File: src/rtl/ifec_pkg.sv
// Shared constants, types and the CRC-32 table for the interleaved XOR parity encoder.
// Used by every module of the block; depends on nothing.
package ifec_pkg;

  localparam int unsigned MaxLanes     = 8;
  localparam int unsigned LaneW        = 3;
  localparam int unsigned WordBytes    = 8;
  localparam int unsigned MaxPayload   = 256;
  localparam int unsigned AccRows      = MaxPayload / WordBytes;
  localparam int unsigned RowW         = 5;
  localparam int unsigned AddrW        = LaneW + RowW;
  localparam int unsigned BankDepth    = MaxLanes * AccRows;
  localparam logic [31:0] CrcPoly      = 32'hEDB88320;

  // Configuration register indexes.
  localparam logic CfgLaneCount   = 1'b0;
  localparam logic CfgGroupLength = 1'b1;

  // Output packet kinds.
  localparam logic KindData   = 1'b0;
  localparam logic KindParity = 1'b1;

  // Input operations.
  localparam logic OpWord  = 1'b0;
  localparam logic OpFlush = 1'b1;

  // Control for one byte bank of the accumulator memory.
  typedef struct packed {
    logic             rd_en;
    logic             wr_en;
    logic             wr_zero;
    logic             clr_en;
    logic [AddrW-1:0] addr;
  } bank_ctrl_t;

  typedef logic [255:0][31:0] crc_tab_t;

  // Byte-wise CRC-32 table, built at elaboration.
  function automatic crc_tab_t crc_tab_gen();
    crc_tab_t t;
    logic [31:0] c;
    for (int v = 0; v < 256; v++) begin
      c = 32'(v);
      for (int k = 0; k < 8; k++) begin
        c = c[0] ? ((c >> 1) ^ CrcPoly) : (c >> 1);
      end
      t[v] = c;
    end
    return t;
  endfunction

  localparam crc_tab_t CrcTab = crc_tab_gen();

  // Mask that keeps the low n bytes of a word.
  function automatic logic [63:0] byte_mask(logic [3:0] n);
    logic [63:0] m;
    m = '0;
    for (int i = 0; i < 8; i++) begin
      if (4'(i) < n) begin
        m[8*i +: 8] = 8'hFF;
      end
    end
    return m;
  endfunction

endpackage

File: src/rtl/ifec_byte_bank.sv
// One byte lane of the lane accumulator memory: read, XOR-merge and write back.
// Depends on ifec_pkg for the address width and control struct.
module ifec_byte_bank (
  input  logic                  clk_i,
  input  ifec_pkg::bank_ctrl_t  ctrl_i,
  input  logic [7:0]            xor_byte_i,
  output logic [7:0]            rd_byte_o
);

  logic [7:0]                 mem [ifec_pkg::BankDepth];
  logic [7:0]                 rd_q;
  logic [ifec_pkg::AddrW-1:0] addr_q;

  // Read port; the address is kept for the write-back that follows.
  always_ff @(posedge clk_i) begin
    if (ctrl_i.rd_en) begin
      rd_q   <= mem[ctrl_i.addr];
      addr_q <= ctrl_i.addr;
    end
  end

  // Write port: clearing pass at a given address, otherwise XOR or zero write-back.
  always_ff @(posedge clk_i) begin
    if (ctrl_i.clr_en) begin
      mem[ctrl_i.addr] <= '0;
    end else if (ctrl_i.wr_en) begin
      mem[addr_q] <= ctrl_i.wr_zero ? 8'h00 : (rd_q ^ xor_byte_i);
    end
  end

  assign rd_byte_o = rd_q;

endmodule

File: config.mk
export PLATFORM = sky130hd
export DESIGN_NAME = ifec_byte_bank
export DESIGN_NICKNAME = d
export VERILOG_FILES = /design/src/rtl/ifec_pkg.sv /design/src/rtl/ifec_byte_bank.sv
export SDC_FILE = /design/constraint.sdc
export NUM_CORES = 2
export LEC_CHECK = 0
export ABC_CLOCK_PERIOD_IN_PS = 12370
export BUFFER_PORTS_ARGS = -buffer_cell sky130_fd_sc_hd__buf_2
export CAP_MARGIN = 20
export CORE_MARGIN = 1
export CORE_UTILIZATION = 30
export CTS_CLUSTER_SIZE = 8
export DETAILED_ROUTE_END_ITERATION = 16
export SYNTH_ARGS = -nofsm -noshare
export SYNTH_HDL_FRONTEND = slang
export SYNTH_SLANG_ARGS = --single-unit
File: constraint.sdc
create_clock -name clk_i -period 12.37 [get_ports clk_i]
set_input_delay 1.237 -clock clk_i [delete_from_list [all_inputs] [get_ports clk_i]]
set_output_delay 1.237 -clock clk_i [all_outputs]
set_load 0.1 [all_outputs]
==> impl_metrics.tcl <==
set metrics [dict create \
    result_of_the_run "finished, final reports clean" \
    route.antenna.remaining_nets 0 \
    clock_tree.root_cell "clkbuf_16" \
    vdd.ir_drop.worst_v 0.000137 \
    critical_path.cell_chain "buf_8 > buf_4 > buf_4 > nand2b_1 > buf_4 > o221ai_1 > o22ai_1 > a211oi_1 > nor4_1 > nor4_1" \
    first_global_vias 40500 \
    number_of_flops_mapped_to_enable_cells_by_yosys 2064 \
    hold_class "primary input to register" \
    synth_area_leaders "edfxtp_1 (77%), mux4_2 (12%), mux2i_1 (1.8%)" \
    grt_overflow 0 \
    core_mm2 0.266 \
    period_needed_ns 5.17 \
    drive_gt1_share_pct 23.3 \
    synthesized_instance_count 3811 \
    netlist.top_cell.by_area "edfxtp_1" \
    synth.yosys.seq_area_share_pct 77.3 \
    antenna_violations_before_repair 12 \
    post_drt_via_cell_ratio 5.26 \
    final.period_utilization_pct 41.8 \
    wire_length_of_the_first_global_routing_pass_mm 299 \
    share_clk_of_total_power_pct 45.6 \
    cpMostUsedCell "buf_4" \
    p_sw_share_pct 20.8 \
    initial_core_util_pct 30.2 \
    non_filler_instances 7555 \
    synth.cells.most_frequent "edfxtp_1 (2064), mux4_2 (433), nor2_1 (277), a22oi_1 (144), mux2i_1 (143)" \
    wire_per_inst_um 27.7 \
    grt_start_max_net_pins 215 \
    area_delta_synth_final_pct 14.8 \
    dp.final_hpwl_mm 125 \
    multi_input_area_mm2 0.0168 \
    ys.flop_type "edfxtp_1" \
    transition_at_the_pin_with_the_smallest_max_transition_slack_ns 1.41 \
    filler_cell_count 24300 \
    static-leakage-power_nw 28.2 \
    cts_hold_buffers 0 \
    grt.total_usage_pct 15.3 \
    worstPathMaxFanout 67 \
    synth_nets 3832 \
    max-cap-violations 0 \
    synth_largest_type_area_fraction_pct 77.3 \
    power.switching_mw 3.25 \
    timing.final.setup_violations 0 \
    max-clock-path-buffers 4 \
    final_area_mm2 0.0921 \
    power.sequential.fraction_pct 49.7 \
    number_of_nets_in_the_final_layout 4029 \
    power.density_mw_per_mm2 169 \
    insertion_delay_ns 0.91 \
    io_pins 29 \
    worst_ep_arrival_ns 5.77 \
    rsz_0062_raised_after_global_routing "no" \
    synth_most_common_cell "edfxtp_1" \
    timing.critical_path.slowest_stage_cell "nor4_1" \
    number_of_synthesized_register_bits 2064 \
    initial_drc_count 4497 \
    power.internal_mw 12.3 \
    finalClockSkew_ns 0.0551 \
    p_comb_share_pct 4.7 \
    hold_slack_ns 0.752 \
    mappedNetlistArea_mm2 0.0802 \
    placedInstanceArea_mm2 0.0841 \
    placed_cells_incl_taps 7227 \
    critPathMaxStageDelay_ns 1.13 \
    worstPathRequired_ns 12.98 \
    synth-warning-count 0 \
    die_h_um 519 \
    setup_ws_ns 7.20 \
    htree_levels 5 \
    num_vias 39700 \
    slew-limit-headroom_pct 6.05 \
    layout.area.seq_mm2 0.0620 \
    placement.setup.worst_slack_ns 6.40 \
    site_rows 189 \
    gp_routability_congestion 0.873 \
    post-cts-setup-buffer-count 0 \
    cp-end-kind "register" \
    final_hold_violating_endpoints 0 \
    final-max-slew-violation-count 0 \
    fin_tns_setup_ns 0 \
    postSynthAreaPerCell_um2 21.1 \
    cts_tree "built" \
    cts.clk_slew.worst_paths_ns 0.06 \
    tritoncts.num_buffers 308 \
    finalWirelength_mm 209 \
    worstSetupStartpointType "primary input" \
    fmax_mhz 194 \
    synth_async_sr_flop_share_pct 0 \
    die_span_in_x_um 519 \
    drt_pass1_iterations 8 \
    remaining_drc_errors 0 \
    die-area_mm2 0.269 \
    worstSetupPathType "primary input to register" \
    synth_unique_cells 59 \
    clock_sinks 2064 \
    port_buffers 28 \
    post_cts_resized 0 \
]
-- layer usage --
| metal | GRT usage [%] | share of wire, % | vias up |
|---|---|---|---|
| met3 | 3.18 | 8.1 | 401 |
| met4 | 6.13 | 3.9 | 2 |
| met5 | 0 | 0.0062 | - |
| met1 | 20.5 | 40 | 21200 |
| li1 | - | - | 16200 |
| met2 | 24.3 | 48 | 1862 |
-- registers in the layout, summed over array words and instances, names as in the netlist --
register and cells:
addr_q 8, mem 2048, rd_byte_o 8
-- stage by stage --
stage	utilization (%)	power (mW)
floorplan	-	8.34
global placement	31.7	8.59
detailed placement	31.7	8.59
CTS	34.6	15.7
global route	34.7	16.0
finish	34.7	15.6
-- cells in the final DEF, fill, tap and decap left out, drive strengths merged, types with 3 or more instances in the layout --
cell type,Yosys,final
a211oi,19,19
a21oi,86,86
a221oi,12,12
a22o,14,14
a22oi,144,144
and3,3,3
and3b,3,3
buf,145,116
clkbuf,84,313
clkinv,0,3
diode,0,5
edfxtp,2064,2064
inv,4,7
mux2,19,19
mux2i,143,143
mux4,433,433
nand2,65,65
nand2b,12,12
nand3,23,23
nand3b,10,10
nor2,277,277
nor2b,14,14
nor3,14,14
nor4,33,33
nor4b,6,6
o21ai,32,32
o221ai,45,45
o22ai,61,61
o31ai,7,7
or2,8,8
or3,5,5
xnor2,8,8
-- kinds of logic (layout without fill, tap and decap cells) --
kind of cell    Yosys count  after routing  share of synthesized area, %
buf+inv                 233            439                          1.92
flops                  2064           2064                          77.3
mux                     595            595                          14.2
other cells               0              5                             0
simple gates            479            479                          2.76
compound gates          432            432                          3.77
xor+xnor                  8              8                        0.0873
-- area by class of cell --
type                    instances  share of cell area, %
clock inverters                 6                 0.0734
repair buffers                116                   1.04
well taps                    3533                   4.80
clock buffers                 313                   8.46
diodes                          5                 0.0136
inverters                       4                 0.0163
multi-input cells            1514                   18.3
flip-flops and latches       2064                   67.3
-- final timing paths --
kind | slack, ns | start | endpoint | cells past startpoint
worst max-delay path | 7.20 | ctrl_i[1] | rd_byte_o[4]$_DFFE_PP_ | 10
worst min-delay path | 0.75 | ctrl_i[7] | addr_q[7]$_DFFE_PP_ | 1
worst max register to register | 8.41 | rd_byte_o[4]$_DFFE_PP_ | mem[225][4]$_DFFE_PP_ | 6
worst min register to register | 1.07 | mem[39][7]$_DFFE_PP_ | rd_byte_o[7]$_DFFE_PP_ | 4
-- power by group through the flow --
stage	registers, mW	clock network [mW]	logic [mW]
2_1_floorplan	7.90	0	0.435
3_3_place_gp	7.86	0	0.722
3_5_place_dp	7.86	0	0.728
4_1_cts	7.74	7.20	0.730
5_1_grt	7.73	7.48	0.762
6_report	7.74	7.10	0.731
-- critical path, delay by kind of cell --
| family | cells | cell delay, ns |
|---|---|---|
| AO/OA/AOI/OAI | 3 | 0.65 |
| buffers and inverters | 4 | 2.12 |
| AND/OR/NAND/NOR | 3 | 1.50 |
Note: power is estimated with default switching activity, not from simulation.
